`config.mk`:
```
export PLATFORM = sky130hd
export DESIGN_NAME = spi_nor_command_framer
export DESIGN_NICKNAME = d
export VERILOG_FILES = /design/src/sv/snfc_pkg.sv /design/src/sv/snfc_front.sv /design/src/sv/snfc_fifo.sv /design/src/sv/snfc_back.sv /design/src/sv/spi_nor_command_framer.sv
export SDC_FILE = /design/constraint.sdc
export NUM_CORES = 1
export LEC_CHECK = 0
export ABC_CLOCK_PERIOD_IN_PS = 5840
export BUFFER_PORTS_ARGS = -buffer_cell sky130_fd_sc_hd__buf_2
export CAP_MARGIN = 25
export CORE_MARGIN = 3
export CORE_UTILIZATION = 60
export CTS_CLUSTER_SIZE = 28
export DETAILED_ROUTE_END_ITERATION = 10
export GPL_TIMING_DRIVEN = 0
export PLACE_DENSITY = 0.9
export RECOVER_POWER = 50
export SKIP_LAST_GASP = 1
export SYNTH_ARGS = -nofsm -noshare
export SYNTH_HDL_FRONTEND = slang
export SYNTH_HIERARCHICAL = 1
export SYNTH_SLANG_ARGS = --single-unit
```
`constraint.sdc`:
```
create_clock -name aclk -period 5.84 [get_ports aclk]
set_clock_uncertainty 0.2 [all_clocks]
set_input_delay 0.292 -clock aclk [delete_from_list [all_inputs] [get_ports aclk]]
set_output_delay 0.292 -clock aclk [all_outputs]
set_load 0.01 [all_outputs]
```
`src/sv/snfc_pkg.sv`:
```
// ============================================================================
// snfc_pkg
// Types and constants shared by the SPI NOR command framer modules.
// ============================================================================
`default_nettype none

package snfc_pkg;

    // Flash command bytes
    localparam logic [7:0] OP_READ             = 8'd3;
    localparam logic [7:0] OP_BYTE_PROGRAM     = 8'd2;
    localparam logic [7:0] OP_AUTO_INC_PROGRAM = 8'd173;
    localparam logic [7:0] OP_SECTOR_ERASE     = 8'd32;
    localparam logic [7:0] OP_WRITE_ENABLE     = 8'd6;
    localparam logic [7:0] OP_WRITE_DISABLE    = 8'd4;

    // Manufacturer byte that selects auto-increment word programming
    localparam logic [7:0] AAI_VENDOR = 8'hBF;

    // Request opcodes
    localparam logic [1:0] REQ_READ    = 2'd0;
    localparam logic [1:0] REQ_WRITE   = 2'd1;
    localparam logic [1:0] REQ_ERASE   = 2'd2;
    localparam logic [1:0] REQ_WR_DIS  = 2'd3;

    // Command kinds chosen by the front end
    localparam logic [2:0] KIND_READ      = 3'd0;
    localparam logic [2:0] KIND_AAI_FIRST = 3'd1;
    localparam logic [2:0] KIND_AAI_NEXT  = 3'd2;
    localparam logic [2:0] KIND_PROGRAM   = 3'd3;
    localparam logic [2:0] KIND_ERASE     = 3'd4;
    localparam logic [2:0] KIND_WR_DIS    = 3'd5;

    typedef struct packed {
        logic [1:0]  opcode;
        logic [23:0] address;
        logic [15:0] write_data;
    } req_t;

    typedef struct packed {
        logic [7:0] spi_byte;
        logic       frame_start;
        logic       frame_end;
        logic [1:0] rx_count;
        logic       last;
    } res_t;

    typedef struct packed {
        logic [2:0]  kind;
        logic [23:0] address;
        logic [23:0] address_inc;
        logic [15:0] write_data;
    } desc_t;

endpackage

`default_nettype wire

```
`src/sv/snfc_front.sv`:
```
// ============================================================================
// snfc_front
// Classifies each request into a command kind and tracks the AAI armed flag.
// ============================================================================
`default_nettype none

module snfc_front (
    input  wire logic            aclk,
    input  wire logic            aresetn,
    input  wire logic            cfg_valid,
    output logic                 cfg_ready,
    input  wire logic [7:0]      cfg_data,
    input  wire logic            s_valid,
    output logic                 s_ready,
    input  wire snfc_pkg::req_t  s_req,
    input  wire logic            q_full,
    output logic                 q_push,
    output snfc_pkg::desc_t      q_desc
);

    logic [7:0] vendor_reg;
    logic       armed_reg;
    logic       armed_next;

    assign cfg_ready = 1'b1;
    assign s_ready   = !q_full;
    assign q_push    = s_valid && !q_full;

    always_comb begin
        armed_next          = armed_reg;
        q_desc.address      = s_req.address;
        q_desc.address_inc  = s_req.address + 24'd1;
        q_desc.write_data   = s_req.write_data;
        q_desc.kind         = snfc_pkg::KIND_WR_DIS;
        case (s_req.opcode)
            snfc_pkg::REQ_READ: begin
                q_desc.kind = snfc_pkg::KIND_READ;
            end
            snfc_pkg::REQ_WRITE: begin
                if (vendor_reg == snfc_pkg::AAI_VENDOR) begin
                    q_desc.kind = armed_reg ? snfc_pkg::KIND_AAI_NEXT
                                            : snfc_pkg::KIND_AAI_FIRST;
                    armed_next  = 1'b1;
                end else begin
                    q_desc.kind = snfc_pkg::KIND_PROGRAM;
                end
            end
            snfc_pkg::REQ_ERASE: begin
                q_desc.kind = snfc_pkg::KIND_ERASE;
                armed_next  = 1'b0;
            end
            default: begin
                q_desc.kind = snfc_pkg::KIND_WR_DIS;
                armed_next  = 1'b0;
            end
        endcase
    end

    always_ff @(posedge aclk) begin
        if (!aresetn) begin
            vendor_reg <= 8'd0;
            armed_reg  <= 1'b0;
        end else begin
            if (cfg_valid) begin
                vendor_reg <= cfg_data;
            end
            if (q_push) begin
                armed_reg <= armed_next;
            end
        end
    end

endmodule

`default_nettype wire

```
`src/sv/snfc_fifo.sv`:
```
// ============================================================================
// snfc_fifo
// Small descriptor queue between the front end and the byte sequencer.
// ============================================================================
`default_nettype none

module snfc_fifo #(
    parameter int DEPTH = 2
) (
    input  wire logic             aclk,
    input  wire logic             aresetn,
    input  wire logic             push,
    input  wire snfc_pkg::desc_t  push_desc,
    output logic                  full,
    input  wire logic             pop,
    output logic                  empty,
    output snfc_pkg::desc_t       head_desc
);

    localparam int PTR_W = (DEPTH > 1) ? $clog2(DEPTH) : 1;
    localparam int CNT_W = $clog2(DEPTH + 1);

    snfc_pkg::desc_t  slot_reg [DEPTH];
    logic [PTR_W-1:0] wr_ptr_reg;
    logic [PTR_W-1:0] rd_ptr_reg;
    logic [CNT_W-1:0] count_reg;

    assign full      = (count_reg == CNT_W'(DEPTH));
    assign empty     = (count_reg == '0);
    assign head_desc = slot_reg[rd_ptr_reg];

    always_ff @(posedge aclk) begin
        if (push) begin
            slot_reg[wr_ptr_reg] <= push_desc;
        end
    end

    always_ff @(posedge aclk) begin
        if (!aresetn) begin
            wr_ptr_reg <= '0;
            rd_ptr_reg <= '0;
            count_reg  <= '0;
        end else begin
            if (push) begin
                wr_ptr_reg <= (wr_ptr_reg == PTR_W'(DEPTH - 1)) ? '0 : wr_ptr_reg + 1'b1;
            end
            if (pop) begin
                rd_ptr_reg <= (rd_ptr_reg == PTR_W'(DEPTH - 1)) ? '0 : rd_ptr_reg + 1'b1;
            end
            if (push && !pop) begin
                count_reg <= count_reg + 1'b1;
            end else if (pop && !push) begin
                count_reg <= count_reg - 1'b1;
            end
        end
    end

endmodule

`default_nettype wire

```
`src/sv/snfc_back.sv`:
```
// ============================================================================
// snfc_back
// Byte sequencer: walks the queued command and emits one SPI byte per beat.
// ============================================================================
`default_nettype none

module snfc_back (
    input  wire logic             aclk,
    input  wire logic             aresetn,
    input  wire logic             q_empty,
    input  wire snfc_pkg::desc_t  q_desc,
    output logic                  q_pop,
    output logic                  m_valid,
    input  wire logic             m_ready,
    output snfc_pkg::res_t        m_res
);

    logic [3:0]      step_reg;
    logic            valid_reg;
    snfc_pkg::res_t  res_reg;
    snfc_pkg::res_t  res_next;
    logic [3:0]      final_step;
    logic            advance;

    logic [7:0] a2, a1, a0, b2, b1, b0, d0, d1;

    assign a2 = q_desc.address[23:16];
    assign a1 = q_desc.address[15:8];
    assign a0 = q_desc.address[7:0];
    assign b2 = q_desc.address_inc[23:16];
    assign b1 = q_desc.address_inc[15:8];
    assign b0 = q_desc.address_inc[7:0];
    assign d0 = q_desc.write_data[7:0];
    assign d1 = q_desc.write_data[15:8];

    assign advance = !q_empty && (!valid_reg || m_ready);
    assign q_pop   = advance && (step_reg == final_step);
    assign m_valid = valid_reg;
    assign m_res   = res_reg;

    always_comb begin
        res_next.spi_byte    = 8'd0;
        res_next.frame_start = 1'b0;
        res_next.frame_end   = 1'b0;
        res_next.rx_count    = 2'd0;
        final_step           = 4'd0;
        case (q_desc.kind)
            snfc_pkg::KIND_READ: begin
                final_step = 4'd3;
                case (step_reg)
                    4'd0: begin
                        res_next.spi_byte    = snfc_pkg::OP_READ;
                        res_next.frame_start = 1'b1;
                    end
                    4'd1: res_next.spi_byte = a2;
                    4'd2: res_next.spi_byte = a1;
                    default: begin
                        res_next.spi_byte  = a0;
                        res_next.frame_end = 1'b1;
                        res_next.rx_count  = 2'd2;
                    end
                endcase
            end
            snfc_pkg::KIND_AAI_FIRST: begin
                final_step = 4'd6;
                case (step_reg)
                    4'd0: begin
                        res_next.spi_byte    = snfc_pkg::OP_WRITE_ENABLE;
                        res_next.frame_start = 1'b1;
                        res_next.frame_end   = 1'b1;
                    end
                    4'd1: begin
                        res_next.spi_byte    = snfc_pkg::OP_AUTO_INC_PROGRAM;
                        res_next.frame_start = 1'b1;
                    end
                    4'd2: res_next.spi_byte = a2;
                    4'd3: res_next.spi_byte = a1;
                    4'd4: res_next.spi_byte = a0;
                    4'd5: res_next.spi_byte = d0;
                    default: begin
                        res_next.spi_byte  = d1;
                        res_next.frame_end = 1'b1;
                    end
                endcase
            end
            snfc_pkg::KIND_AAI_NEXT: begin
                final_step = 4'd2;
                case (step_reg)
                    4'd0: begin
                        res_next.spi_byte    = snfc_pkg::OP_AUTO_INC_PROGRAM;
                        res_next.frame_start = 1'b1;
                    end
                    4'd1: res_next.spi_byte = d0;
                    default: begin
                        res_next.spi_byte  = d1;
                        res_next.frame_end = 1'b1;
                    end
                endcase
            end
            snfc_pkg::KIND_PROGRAM: begin
                final_step = 4'd11;
                case (step_reg)
                    4'd0, 4'd6: begin
                        res_next.spi_byte    = snfc_pkg::OP_WRITE_ENABLE;
                        res_next.frame_start = 1'b1;
                        res_next.frame_end   = 1'b1;
                    end
                    4'd1, 4'd7: begin
                        res_next.spi_byte    = snfc_pkg::OP_BYTE_PROGRAM;
                        res_next.frame_start = 1'b1;
                    end
                    4'd2: res_next.spi_byte = a2;
                    4'd3: res_next.spi_byte = a1;
                    4'd4: res_next.spi_byte = a0;
                    4'd5: begin
                        res_next.spi_byte  = d0;
                        res_next.frame_end = 1'b1;
                    end
                    4'd8:  res_next.spi_byte = b2;
                    4'd9:  res_next.spi_byte = b1;
                    4'd10: res_next.spi_byte = b0;
                    default: begin
                        res_next.spi_byte  = d1;
                        res_next.frame_end = 1'b1;
                    end
                endcase
            end
            snfc_pkg::KIND_ERASE: begin
                final_step = 4'd5;
                case (step_reg)
                    4'd0: begin
                        res_next.spi_byte    = snfc_pkg::OP_WRITE_ENABLE;
                        res_next.frame_start = 1'b1;
                        res_next.frame_end   = 1'b1;
                    end
                    4'd1: begin
                        res_next.spi_byte    = snfc_pkg::OP_SECTOR_ERASE;
                        res_next.frame_start = 1'b1;
                    end
                    4'd2: res_next.spi_byte = a2;
                    4'd3: res_next.spi_byte = a1;
                    4'd4: begin
                        res_next.spi_byte  = a0;
                        res_next.frame_end = 1'b1;
                    end
                    default: begin
                        res_next.spi_byte    = snfc_pkg::OP_WRITE_DISABLE;
                        res_next.frame_start = 1'b1;
                        res_next.frame_end   = 1'b1;
                    end
                endcase
            end
            default: begin
                final_step           = 4'd0;
                res_next.spi_byte    = snfc_pkg::OP_WRITE_DISABLE;
                res_next.frame_start = 1'b1;
                res_next.frame_end   = 1'b1;
            end
        endcase
        res_next.last = (step_reg == final_step);
    end

    always_ff @(posedge aclk) begin
        if (advance) begin
            res_reg <= res_next;
        end
    end

    always_ff @(posedge aclk) begin
        if (!aresetn) begin
            valid_reg <= 1'b0;
            step_reg  <= 4'd0;
        end else begin
            if (advance) begin
                valid_reg <= 1'b1;
                step_reg  <= q_pop ? 4'd0 : step_reg + 4'd1;
            end else if (m_ready) begin
                valid_reg <= 1'b0;
            end
        end
    end

endmodule

`default_nettype wire

```
`src/sv/spi_nor_command_framer.sv`:
```
// ============================================================================
// spi_nor_command_framer
// Turns flash requests into SPI command bytes grouped into chip-select frames.
// ============================================================================
// Each request (read word, write word, erase sector, write disable) becomes
// 1 to 12 result beats, one SPI byte per beat, with frame_start/frame_end
// marking chip select and last marking the request's final byte. The front
// end classifies a request on acceptance, tracks the AAI armed flag and pushes
// a descriptor into a queue of QUEUE_DEPTH entries; it takes a new request in
// any cycle the queue has room. The back end's byte counter emits one beat per
// cycle while m_ready is high and the queue is not empty, moving straight from
// one request to the next, so a request gives one beat per byte:
// 4 for a read, 7 or 3 for an AAI write, 12 for a byte-program write, 6 for
// an erase and 1 for write disable. Write vendor_id only while idle.
// ============================================================================
`default_nettype none

module spi_nor_command_framer #(
    parameter int QUEUE_DEPTH = 2
) (
    input  wire logic            aclk,
    input  wire logic            aresetn,
    // configuration: vendor_id
    input  wire logic            cfg_valid,
    output logic                 cfg_ready,
    input  wire logic [7:0]      cfg_data,
    // request channel
    input  wire logic            s_valid,
    output logic                 s_ready,
    input  wire snfc_pkg::req_t  s_req,
    // SPI byte channel
    output logic                 m_valid,
    input  wire logic            m_ready,
    output snfc_pkg::res_t       m_res
);

    logic            q_full;
    logic            q_empty;
    logic            q_push;
    logic            q_pop;
    snfc_pkg::desc_t push_desc;
    snfc_pkg::desc_t head_desc;

    // Classify the request and hold the armed flag
    snfc_front u_front (
        .aclk      (aclk),
        .aresetn   (aresetn),
        .cfg_valid (cfg_valid),
        .cfg_ready (cfg_ready),
        .cfg_data  (cfg_data),
        .s_valid   (s_valid),
        .s_ready   (s_ready),
        .s_req     (s_req),
        .q_full    (q_full),
        .q_push    (q_push),
        .q_desc    (push_desc)
    );

    // Decouple acceptance from byte emission
    snfc_fifo #(
        .DEPTH (QUEUE_DEPTH)
    ) u_fifo (
        .aclk      (aclk),
        .aresetn   (aresetn),
        .push      (q_push),
        .push_desc (push_desc),
        .full      (q_full),
        .pop       (q_pop),
        .empty     (q_empty),
        .head_desc (head_desc)
    );

    // Advance through the command bytes, one beat per cycle while m_ready is high and the queue is not empty
    snfc_back u_back (
        .aclk    (aclk),
        .aresetn (aresetn),
        .q_empty (q_empty),
        .q_desc  (head_desc),
        .q_pop   (q_pop),
        .m_valid (m_valid),
        .m_ready (m_ready),
        .m_res   (m_res)
    );

endmodule

`default_nettype wire

```
Yosys cells after proc, flatten, opt, wreduce, memory -nomap -nowiden:

Memory sizes are Yosys's and may differ from the RTL's. A register that Yosys moved wholly into a read port is not among the register bits.
Cells that the tools add are included.

* output and inout port bits: 16
* input bits: 55
* bits in writable memories: 134
* register bits: 31
* word-level logic and storage cells: 99
* memories: 1

* multiplexer cells: 32
* bitwise operators: 1
* reduce and logical (&&, ||, !) cells: 27
* eq/ne operators: 20
* $add $sub $neg: 6

Memory list
* u_fifo.slot_reg: depth 2, bits a word 67, read ports 1, clocked after memory_dff 1, wr ports 1, RTL line snfc_fifo.sv:23 `snfc_pkg::desc_t slot_reg [DEPTH];`

Operators with widths (count)
* one-hot mux 8 bit (9 select lines): 1
* one-hot mux 10 bit (5 select lines): 1
* one-hot mux 8 bit (6 select lines): 1
* one-hot mux 8 bit (5 select lines): 1
* adder 24 x 1 -> 24 bit, second input constant: 1
* one-hot mux 8 bit (3 select lines): 1
* one-hot mux 4 bit (5 select lines): 1
* two-way mux 1 bit: 17
* equality test 4 x 3 -> 1 bit, second input constant: 4
* one-hot mux 8 bit (2 select lines): 1
* equality test 4 bit, second input constant: 3
* one-hot mux 3 bit (3 select lines): 1
* OR reduction 3 bit: 3
* equality test 4 x 2 -> 1 bit, second input constant: 2
* equality test 8 bit, second input constant: 1
* OR reduction 8 bit: 1
* equality test 3 x 2 -> 1 bit, second input constant: 2
* two-way mux 2 bit: 3
* two-way mux 3 bit: 2
* OR reduction 2 bit: 3
* logical AND 1 bit: 5
* logical NOT 1 bit: 5
* OR reduction 5 bit: 1
* adder 4 x 1 -> 4 bit, second input constant: 1
* other kinds (20): 24

Longest topological paths before layout:

Gate-level depths: netlist (run 1).

* depth in word-level cells: 7
* depth in mapped cells: 13
* depth with buffers taken out: 11

Cells and area by module:

The synthesis (run 1) kept the hierarchy.

Modules (own cells, without submodules)
* snfc_fifo: times used 1, cells each 230, area an instance 5166.2 sq um, seq. area each 4124.0 sq um
* snfc_back: times used 1, cells each 312, area an instance 2344.7 sq um, seq. area each 460.4 sq um
* snfc_front: times used 1, cells each 144, area an instance 1149.9 sq um, seq. area each 180.2 sq um

Worst setup path after synthesis (run 1):

OpenSTA, ideal clock, no wires.

* kind: register to register
* start: reg u_fifo.count_reg[0]
* end: mem u_fifo/slot_reg[0][0] in the netlist's numbering, enable pin
* setup time: 0.501 ns
* slack: 1.222 ns
* data required time: 5.139 ns
* arrival: 3.917 ns
* clock period less this slack: 4.618 ns
* stages on the path, launching flop included: 4
* path through: dfxtp_1 and2b_2 nor2b_1 nor2b_1

* longest elaborated chain between the ends: 5

RTL lines
* from (decl): RTL line snfc_fifo.sv:26 `logic [CNT_W-1:0] count_reg;`
* from (signal assigned): RTL line snfc_fifo.sv:51 `count_reg <= count_reg + 1'b1;`
* from (signal assigned): RTL line snfc_fifo.sv:53 `count_reg <= count_reg - 1'b1;`
* equality test 2 bit: RTL line snfc_fifo.sv:28 `assign full = (count_reg == CNT_W'(DEPTH));`
* net q_full: RTL line spi_nor_command_framer.sv:37 `logic q_full;`
* logical NOT 1 bit: RTL line snfc_front.sv:27 `assign q_push = s_valid && !q_full;`
* logical AND 1 bit: RTL line snfc_front.sv:27
* net q_push: RTL line spi_nor_command_framer.sv:39 `logic q_push;`
* two-way mux 1 bit: RTL line snfc_fifo.sv:33 `if (push) begin`
* two-way mux 1 bit (not written as such): RTL line snfc_fifo.sv:34 `slot_reg[wr_ptr_reg] <= push_desc;`
* to (decl): RTL line snfc_fifo.sv:23

The timed path passes the listed nets, and every way through them passes these cells.

==> flow_summary.json, run 1 <==
{
  "clock_power_share_pct": 24.3,
  "first_pass_iters": 7,
  "synth-edff-count": 146,
  "sequential_cell_area_sq_mm": 0.00476,
  "design.die.area_sq_mm": 0.0159,
  "die_h_um": 126,
  "final_hpwl_from_detailed_placement_um": 16500,
  "floorplan.core_area_sq_mm": 0.0140,
  "power.switching_fraction_pct": 37.6,
  "starting_density_of_the_core_pct": 61.9,
  "power.density_mw_per_mm2": 436,
  "grt_max_degree": 68,
  "cts_buffer_depth": 2,
  "port_buffers": 51,
  "grt.busiest_layer": "met2",
  "timing_max_transition_violations_final": 0,
  "multi_input_combinational_cell_area_sq_mm": 0.00329,
  "dpl-instance-area_sq_mm": 0.00919,
  "ys_warn_count": 6,
  "antenna_found_initial": 1,
  "drcViolationCount": 0,
  "synth.net_count": 748,
  "mappedNetlistArea_sq_mm": 0.00866,
  "cts.repair_timing.setup_buffer_count": 0,
  "synthArstFlopShare_pct": 0,
  "element_type_at_the_critical_path_end": "flip-flop",
  "worst_ep_arrival_time_ps": 4130,
  "insertion_delay_ps": 430,
  "power.leakage_nw": 3.51,
  "fmaxAchievable_mhz": 251,
  "worst_slew_margin_rel_pct": 20.7,
  "setup_total_negative_slack_ps": 0,
  "run_status": "finished, final reports clean",
  "rsz0062_at_grt": "false",
  "number_of_top_level_design_ports": 71,
  "gr-usage-met3_pct": 7.97,
  "root_buffer": "clkbuf_16",
  "total_grt_overflow": 0,
  "placedCellCount": 919,
  "synth_area_leader_cell": "edfxtp_1",
  "cts-buffers-inserted": 17,
  "area_delta_synth_final_pct": 15.1,
  "number_of_global_route_vias_before_repair": 6409,
  "synth.distinct_cells": 77,
  "die_w_um": 126,
  "final_period_minus_worst_setup_slack_ps": 3980,
  "p_int_mw": 2.71,
  "switchingPower_mw": 1.63,
  "fraction_of_layout_instances_using_a_drive_strength_above_1_pct": 21.5,
  "rr_endpoint": "u_fifo/count_reg[1]",
  "first_iter_violations": 906,
  "routed_via_density": 6.55,
  "criticalPathCategory": "flip-flop to flip-flop",
  "global_route_met2_usage_pct": 49.8,
  "cp_max_fo": 10,
  "synth.top_cells.by_area": "edfxtp_1 (51%), mux2_4 (5.2%), mux2_2 (4.8%)",
  "rr_worst_depth": 11,
  "synth_top_cell_area_share_pct": 50.6,
  "tritoncts": "done",
  "vdd_ir_drop_max_uv": 287,
  "synth_seq_cells": 165,
  "report.final.hold_viol_count": 0,
  "cts.repair.resized": 0,
  "fp-row-count": 43,
  "combinationalPowerShare_pct": 39.2,
  "instances_no_fill": 986,
  "routed_wirelength_um": 24800,
  "layout.nets": 854,
  "gp_congestion": 0.939,
  "synth_area_per_cell_sq_um": 12.6,
  "most_frequent_cells_after_synthesis": "edfxtp_1 (146), buf_4 (43), mux2_2 (37), clkbuf_1 (30), mux2_4 (30)",
  "h-tree-depth": 4,
  "clock_sink_total": 165,
  "timing.final.crit_share_pct": 68.2,
  "synth-main-ff-cell": "edfxtp_1",
  "routed_wire_length_per_instance_um": 25.2,
  "fillers": 974,
  "clk_pin_slew_ps": 70,
  "r2r_slack_ps": 1860,
  "yosysSeqAreaShare_pct": 55.0,
  "syn_inst": 686,
  "crit_required_ps": 5990,
  "cts_hold_buffers": 33,
  "max_cap_viol_count": 0,
  "finish.instance_area_sq_mm": 0.00997,
  "worstMarginPinSlew_ps": 1180,
  "total_power_mw": 4.35,
  "grt_pass1_wl_um": 37500,
  "global_route_total_usage_across_every_layer_pct": 31.3,
  "timing.final.setup_violations": 0,
  "count_leader_synth": "edfxtp_1",
  "ant_nets": 0,
  "met1_usage_pct": 40.9,
  "num_vias": 6456,
  "seq_pwr_share_pct": 36.5,
  "critPathLaunchType": "flip-flop",
  "crit_end": "u_fifo/count_reg[1]",
  "worstHoldPathType": "primary input to flip-flop",
  "hp-start": "aresetn",
  "max_reg_flops": 134
}
how the worst min path moves through the flow:
| stage | endpoint | cells past startpoint |
|---|---|---|
| after global placement | u_fifo/count_reg[1] | 2 |
| after floorplan | u_front/armed_reg | 2 |
| final | u_fifo/wr_ptr_reg | 2 |
| after detailed placement | u_fifo/slot_reg[0][3] | 1 |
| after CTS | u_fifo/slot_reg[0][16] | 2 |
| after global routing | u_fifo/wr_ptr_reg | 2 |
layout make-up:
type / instances / share of cell area (%)
flip-flops and latches: 165 / 47.8
plain buffers: 88 / 5.14
diodes: 1 / 0.0251
repair buffers: 87 / 5.82
clock inverters: 13 / 1.13
inverters: 14 / 0.527
well taps: 180 / 2.26
clock buffers: 19 / 4.34
multi-input cells: 419 / 33.0
power by group through the flow:
stage          sequential (mW)  combinational [mW]  clock [mW]
6_report                  1.59                1.70        1.05
5_1_grt                   1.60                1.80        1.11
4_1_cts                   1.59                1.66        1.05
3_5_place_dp              1.61                1.63           0
3_3_place_gp              1.61                1.59           0
2_1_floorplan             1.62                1.09           0
worst max-delay path: stages (launching register included):
cell,delay (ps)
dfxtp_1,370
buf_2,360
mux2_2,440
nor3b_2,740
o2bb2ai_1,180
a31oi_1,130
a21oi_1,370
and2_1,230
inv_1,60
ha_1,310
or3_1,350
a21boi_1,160
placed cells by master, fill, tap and decap left out, types with 17 or more instances in the layout:
cell,synthesis,layout
dfxtp_1,19,19
o21ai_0,18,18
nor2_1,22,23
dlygate4sd3_1,0,33
a21oi_1,20,20
mux2_4,30,30
nand2_1,24,24
mux2_2,37,37
buf_2,5,17
nand3_1,21,21
clkbuf_4,0,34
clkbuf_16,0,17
xnor2_1,18,19
edfxtp_1,146,146
clkbuf_1,30,78
logic make-up after synthesis:
family / synth area share, %
XOR/XNOR: 2.82
AND/OR/NAND/NOR: 10.6
flip-flops: 55.0
buffers and inverters: 6.79
AO/OA/AOI/OAI: 12.6
multiplexers: 11.1
adder cells (fa/ha/maj): 1.01
other: 0.0867
per-layer routing:
metal	up-vias	wire length [um]
met5	-	0
met4	0	1160
met3	102	2170
met2	404	12000
met1	3130	9500
li1	2820	-
per-stage QoR:
stage | hold slack (ps) | setup WS, ps | util, %
detailed placement | 280 | 1990 | 65.7
global placement | 277 | -373 | 65.3
floorplan | 206 | 1220 | -
finish | 47.2 | 1860 | 71.3
CTS | 5.62 | 1960 | 72.0
global route | 42.8 | 1680 | 71.3
No activity file was read; power rests on OpenSTA's default activity.
==> run 2: changes to the inputs <==
--- a/config.mk
+++ b/config.mk
@@ -5,7 +5,7 @@
 export SDC_FILE = /design/constraint.sdc
 export NUM_CORES = 1
 export LEC_CHECK = 0
-export ABC_CLOCK_PERIOD_IN_PS = 5840
+export ABC_CLOCK_PERIOD_IN_PS = 4150
 export BUFFER_PORTS_ARGS = -buffer_cell sky130_fd_sc_hd__buf_2
 export CAP_MARGIN = 25
 export CORE_MARGIN = 3
==> constraint.sdc (replaced) <==
create_clock -name aclk -period 4.15 [get_ports aclk]
set_clock_uncertainty 0.2 [all_clocks]
set_input_delay 0.2075 -clock aclk [delete_from_list [all_inputs] [get_ports aclk]]
set_output_delay 0.2075 -clock aclk [all_outputs]
set_load 0.01 [all_outputs]
==> flow_summary.json, run 2 (same netlist as run 1, synthesis figures left out) <==
{
  "setup_total_negative_slack_ps": 0,
  "insertion_delay_ps": 430,
  "detailedPlace.worstSlack_ps": 340,
  "max_cap_viol_count": 0,
  "vdd_ir_drop_max_uv": 711,
  "timing_max_transition_violations_final": 0,
  "criticalPathCategory": "flip-flop to flip-flop",
  "power.density_mw_per_mm2": 619,
  "cp_max_fo": 10,
  "element_type_at_the_critical_path_end": "flip-flop",
  "clock_power_share_pct": 26.5,
  "rsz0062_at_grt": "false",
  "area_delta_synth_final_pct": 19.0,
  "layout.nets": 882,
  "instances_no_fill": 1013,
  "routed_wirelength_um": 26400,
  "fp-row-count": 43,
  "num_vias": 6733,
  "cts.repair_timing.setup_buffer_count": 0,
  "total_grt_overflow": 0,
  "power.leakage_nw": 3.64,
  "fraction_of_layout_instances_using_a_drive_strength_above_1_pct": 19.8,
  "starting_density_of_the_core_pct": 61.9,
  "grt_max_degree": 68,
  "drcViolationCount": 0,
  "die_w_um": 126,
  "crit_required_ps": 4310,
  "clk_pin_slew_ps": 70,
  "grt_pass1_wl_um": 40400,
  "cts-buffers-inserted": 17,
  "worstMarginPinSlew_ps": 1030,
  "final_common_cell": "edfxtp_1",
  "worst_ep_arrival_time_ps": 4010,
  "fmaxAchievable_mhz": 259,
  "antenna_found_initial": 0,
  "routed_via_density": 6.65,
  "first_iter_violations": 1060,
  "floorplan.core_area_sq_mm": 0.0140,
  "root_buffer": "clkbuf_16",
  "finalCoreUtilization_pct": 73.7,
  "timing.final.setup_violations": 0,
  "max_reg_flops": 134,
  "final_hpwl_from_detailed_placement_um": 16400,
  "number_of_top_level_design_ports": 71,
  "first_pass_iters": 8,
  "global_route_total_usage_across_every_layer_pct": 33.7,
  "power.switching_fraction_pct": 36.9,
  "final_period_minus_worst_setup_slack_ps": 3860,
  "switchingPower_mw": 2.35,
  "tritoncts": "done",
  "final_critical_path_setup_slack_ps": 295,
  "ant_nets": 0,
  "final_cell_mix": "edfxtp_1 (146), clkbuf_1 (89), dlygate4sd3_1 (61), mux2_2 (37), mux2_4 (30)",
  "report.final.hold_viol_count": 0,
  "timing.final.crit_share_pct": 92.9,
  "worstHoldPathType": "primary input to flip-flop",
  "clock_sink_total": 165,
  "p_int_mw": 4.02,
  "worst_slew_margin_rel_pct": 31.0,
  "design.die.area_sq_mm": 0.0159,
  "h-tree-depth": 4,
  "routed_wire_length_per_instance_um": 26.1,
  "run_status": "finished, final reports clean",
  "number_of_global_route_vias_before_repair": 6885,
  "antenna_cells_inserted": 0,
  "seq_pwr_share_pct": 35.2,
  "cts_buffer_depth": 2,
  "gp_congestion": 0.958,
  "die_h_um": 126,
  "critPathLaunchType": "flip-flop",
  "combinationalPowerShare_pct": 38.3,
  "placedCellCount": 919,
  "port_buffers": 51
}
==> run 2: area by class of cell <==
type                    count  area (sq um)
repair buffers            115           867
plain buffers              88           475
well taps                 180           225
clock inverters            13           185
fillers                   919          3680
multi-input cells         419          3300
clock buffers              19           433
flip-flops and latches    165          4760
inverters                  14          52.6
==> run 2: path summary, 6_finish.rpt <==
path,start,endpoint,slack [ps],depth (start not counted)
worst max-delay path,flip-flop,u_fifo/count_reg[1],290,11
worst min-delay path,s_valid,u_fifo/wr_ptr_reg,230,4
worst min register to register,u_back/m_valid,u_back/m_valid,320,2
worst max register to register,flip-flop,u_fifo/count_reg[1],290,11
==> run 2: metrics by stage <==
| step | instance area [sq um] | total power, mW | hold WS (ps) |
|---|---|---|---|
| final | 10300 | 6.38 | 233 |
| after global routing | 10300 | 6.59 | 206 |
| after CTS | 10400 | 6.28 | 183 |
| after detailed placement | 9200 | 4.56 | 196 |
| after global placement | 9140 | 4.49 | 193 |
| after floorplan | 8660 | 3.81 | 121 |
==> run 2: what timing repair did <==
action                                 4_1_cts  5_1_grt
endpoints found under the hold margin      145        0
resized for setup                            0        2
setup endpoints to repair                    0        1
hold buffers                                61        0
==> run 2: power by group through the flow <==
| stage | logic, mW | registers (mW) | clock network, mW |
|---|---|---|---|
| final | 2.44 | 2.24 | 1.69 |
| after global routing | 2.56 | 2.26 | 1.76 |
| after CTS | 2.36 | 2.23 | 1.69 |
| after detailed placement | 2.29 | 2.26 | 0 |
| after global placement | 2.22 | 2.26 | 0 |
| after floorplan | 1.53 | 2.28 | 0 |
==> run 2: per-layer routing <==
metal  vias up  wire, um  track usage, %
met4         0      1380            16.1
li1       2876         -               -
met1      3282      9780            42.6
met2       466     12700            53.9
met3       109      2570            9.33
met5         -         0               0
==> run 2: worst max-delay path, cell delays in order, from the launching register on <==
cell	delay, ps
dfxtp_1	380
buf_2	350
mux2_2	460
nor3b_2	710
o2bb2ai_1	190
a31oi_1	140
a21oi_2	240
and2_1	200
inv_1	50
ha_1	310
or3_1	380
a21boi_1	170
==> run 3: changes to the inputs <==
--- a/config.mk
+++ b/config.mk
@@ -6,7 +6,7 @@
 export NUM_CORES = 1
 export LEC_CHECK = 0
 export ABC_CLOCK_PERIOD_IN_PS = 4150
-export BUFFER_PORTS_ARGS = -buffer_cell sky130_fd_sc_hd__buf_2
+export BUFFER_PORTS_ARGS = -buffer_cell sky130_fd_sc_hd__buf_4
 export CAP_MARGIN = 25
 export CORE_MARGIN = 3
 export CORE_UTILIZATION = 60
==> flow_summary.json, run 3 (same netlist as run 1, synthesis figures left out) <==
{
  "run_status": "finished, final reports clean",
  "instances_no_fill": 1013,
  "die_h_um": 126,
  "clk_pin_slew_ps": 70,
  "cts-buffers-inserted": 17,
  "vdd_ir_drop_max_uv": 441,
  "antenna_found_initial": 1,
  "max_cap_viol_count": 0,
  "cp_top_family": "simple AND/OR/NAND/NOR gates",
  "h-tree-depth": 4,
  "num_vias": 6769,
  "clock_sink_total": 165,
  "path_buf_inv": 2,
  "gp_congestion": 0.972,
  "worstMarginPinSlew_ps": 1020,
  "fmaxAchievable_mhz": 251,
  "cp_slowest_stage_delay_ps": 720,
  "worst_slew_margin_rel_pct": 31.9,
  "timing.final.crit_share_pct": 96.1,
  "clock_power_share_pct": 25.3,
  "element_type_at_the_critical_path_end": "flip-flop",
  "seq_pwr_share_pct": 35.6,
  "combinationalPowerShare_pct": 39.1,
  "max_reg_flops": 134,
  "final_common_cell": "edfxtp_1",
  "routed_via_density": 6.68,
  "worst_ep_arrival_time_ps": 4140,
  "insertion_delay_ps": 440,
  "timing_max_transition_violations_final": 0,
  "power.switching_fraction_pct": 37.6,
  "final_cell_mix": "edfxtp_1 (146), clkbuf_1 (78), dlygate4sd3_1 (60), mux2_2 (37), clkbuf_4 (33)",
  "placedCellCount": 920,
  "report.final.hold_viol_count": 0,
  "floorplan.core_area_sq_mm": 0.0140,
  "timing.final.setup_violations": 0,
  "grt_max_degree": 68,
  "worstHoldPathType": "primary input to flip-flop",
  "port_buffers": 51,
  "switchingPower_mw": 2.37,
  "total_grt_overflow": 0,
  "power.leakage_nw": 3.67,
  "ant_nets": 0,
  "power.density_mw_per_mm2": 609,
  "die_w_um": 126,
  "first_iter_violations": 1053,
  "first_pass_iters": 9,
  "tritoncts": "done",
  "area_delta_synth_final_pct": 19.4,
  "design.die.area_sq_mm": 0.0159,
  "layout.nets": 882,
  "fraction_of_layout_instances_using_a_drive_strength_above_1_pct": 21.2,
  "final_hpwl_from_detailed_placement_um": 16500,
  "root_buffer": "clkbuf_16",
  "final_critical_path_setup_slack_ps": 163,
  "rsz0062_at_grt": "false",
  "global_route_total_usage_across_every_layer_pct": 34.0,
  "drcViolationCount": 0,
  "grt_pass1_wl_um": 40800,
  "antenna_cells_inserted": 0,
  "starting_density_of_the_core_pct": 61.9,
  "worstPathCellList": "buf_2 > mux2_2 > nor3b_2 > o2bb2ai_1 > a31oi_1 > a21oi_2 > and2_1 > inv_1 > ha_1 > or3_1 > a21boi_1",
  "p_int_mw": 3.93,
  "routed_wire_length_per_instance_um": 26.2,
  "cts.repair_timing.setup_buffer_count": 0,
  "final_period_minus_worst_setup_slack_ps": 3990,
  "detailedPlace.worstSlack_ps": 250,
  "fp-row-count": 43,
  "routed_wirelength_um": 26600,
  "number_of_global_route_vias_before_repair": 6958,
  "number_of_top_level_design_ports": 71,
  "cp_max_fo": 10,
  "crit_required_ps": 4300,
  "crit_path_top_delay_cell": "nor3b_2",
  "critPathLaunchType": "flip-flop",
  "finalCoreUtilization_pct": 73.9,
  "criticalPathCategory": "flip-flop to flip-flop",
  "cts_buffer_depth": 2
}
-- run 3: worst paths after layout --
kind | cells past startpoint | slack, ps | from | to
min reg2reg | 2 | 300 | u_back/m_valid | u_back/m_valid
min | 3 | 220 | cfg_valid | u_front/vendor_reg[1]
max | 11 | 160 | flip-flop | u_fifo/count_reg[1]
max reg2reg | 11 | 160 | flip-flop | u_fifo/count_reg[1]
-- run 3: worst register-to-register path: stages, from the launching register on --
cell       delay (ps)
dfxtp_1           370
buf_2             350
mux2_2            450
nor3b_2           720
o2bb2ai_1         200
a31oi_1           140
a21oi_2           270
and2_1            250
inv_1              60
ha_1              330
or3_1             370
a21boi_1          190
-- run 3: what timing repair did --
item                                    CTS  global route
endpoints found under the setup margin    0             1
gates resized for setup                   0             4
hold endpoints to repair                147             0
hold buffers                             60             0
-- run 3: metrics by stage --
step,hold slack [ps],instance area [sq um],setup TNS [ps],power (mW)
floorplan,121,8660,0,3.81
global placement,193,9270,-18680,4.55
detailed placement,195,9330,0,4.61
CTS,188,10500,0,6.26
global route,238,10300,0,6.54
finish,223,10300,0,6.30
-- run 3: power groups by stage --
stage | clock network, mW | registers, mW | logic (mW)
floorplan | 0 | 2.28 | 1.53
finish | 1.59 | 2.24 | 2.46
global route | 1.69 | 2.26 | 2.60
detailed placement | 0 | 2.27 | 2.34
global placement | 0 | 2.27 | 2.29
CTS | 1.61 | 2.24 | 2.42
-- run 3: final cells by class --
type	count	area, sq um
flip-flops and latches	165	4760
fillers	892	3650
multi-input cells	419	3300
repair buffers	115	890
plain buffers	88	507
clock buffers	20	478
well taps	180	225
clock inverters	12	129
inverters	14	52.6
-- run 3: per-layer routing --
layer	up-vias	GRT usage, %	wire, um
li1	2886	-	-
met1	3303	43.5	9840
met2	494	56.6	13200
met3	84	8.35	2600
met4	2	12.6	888
met5	-	0	11
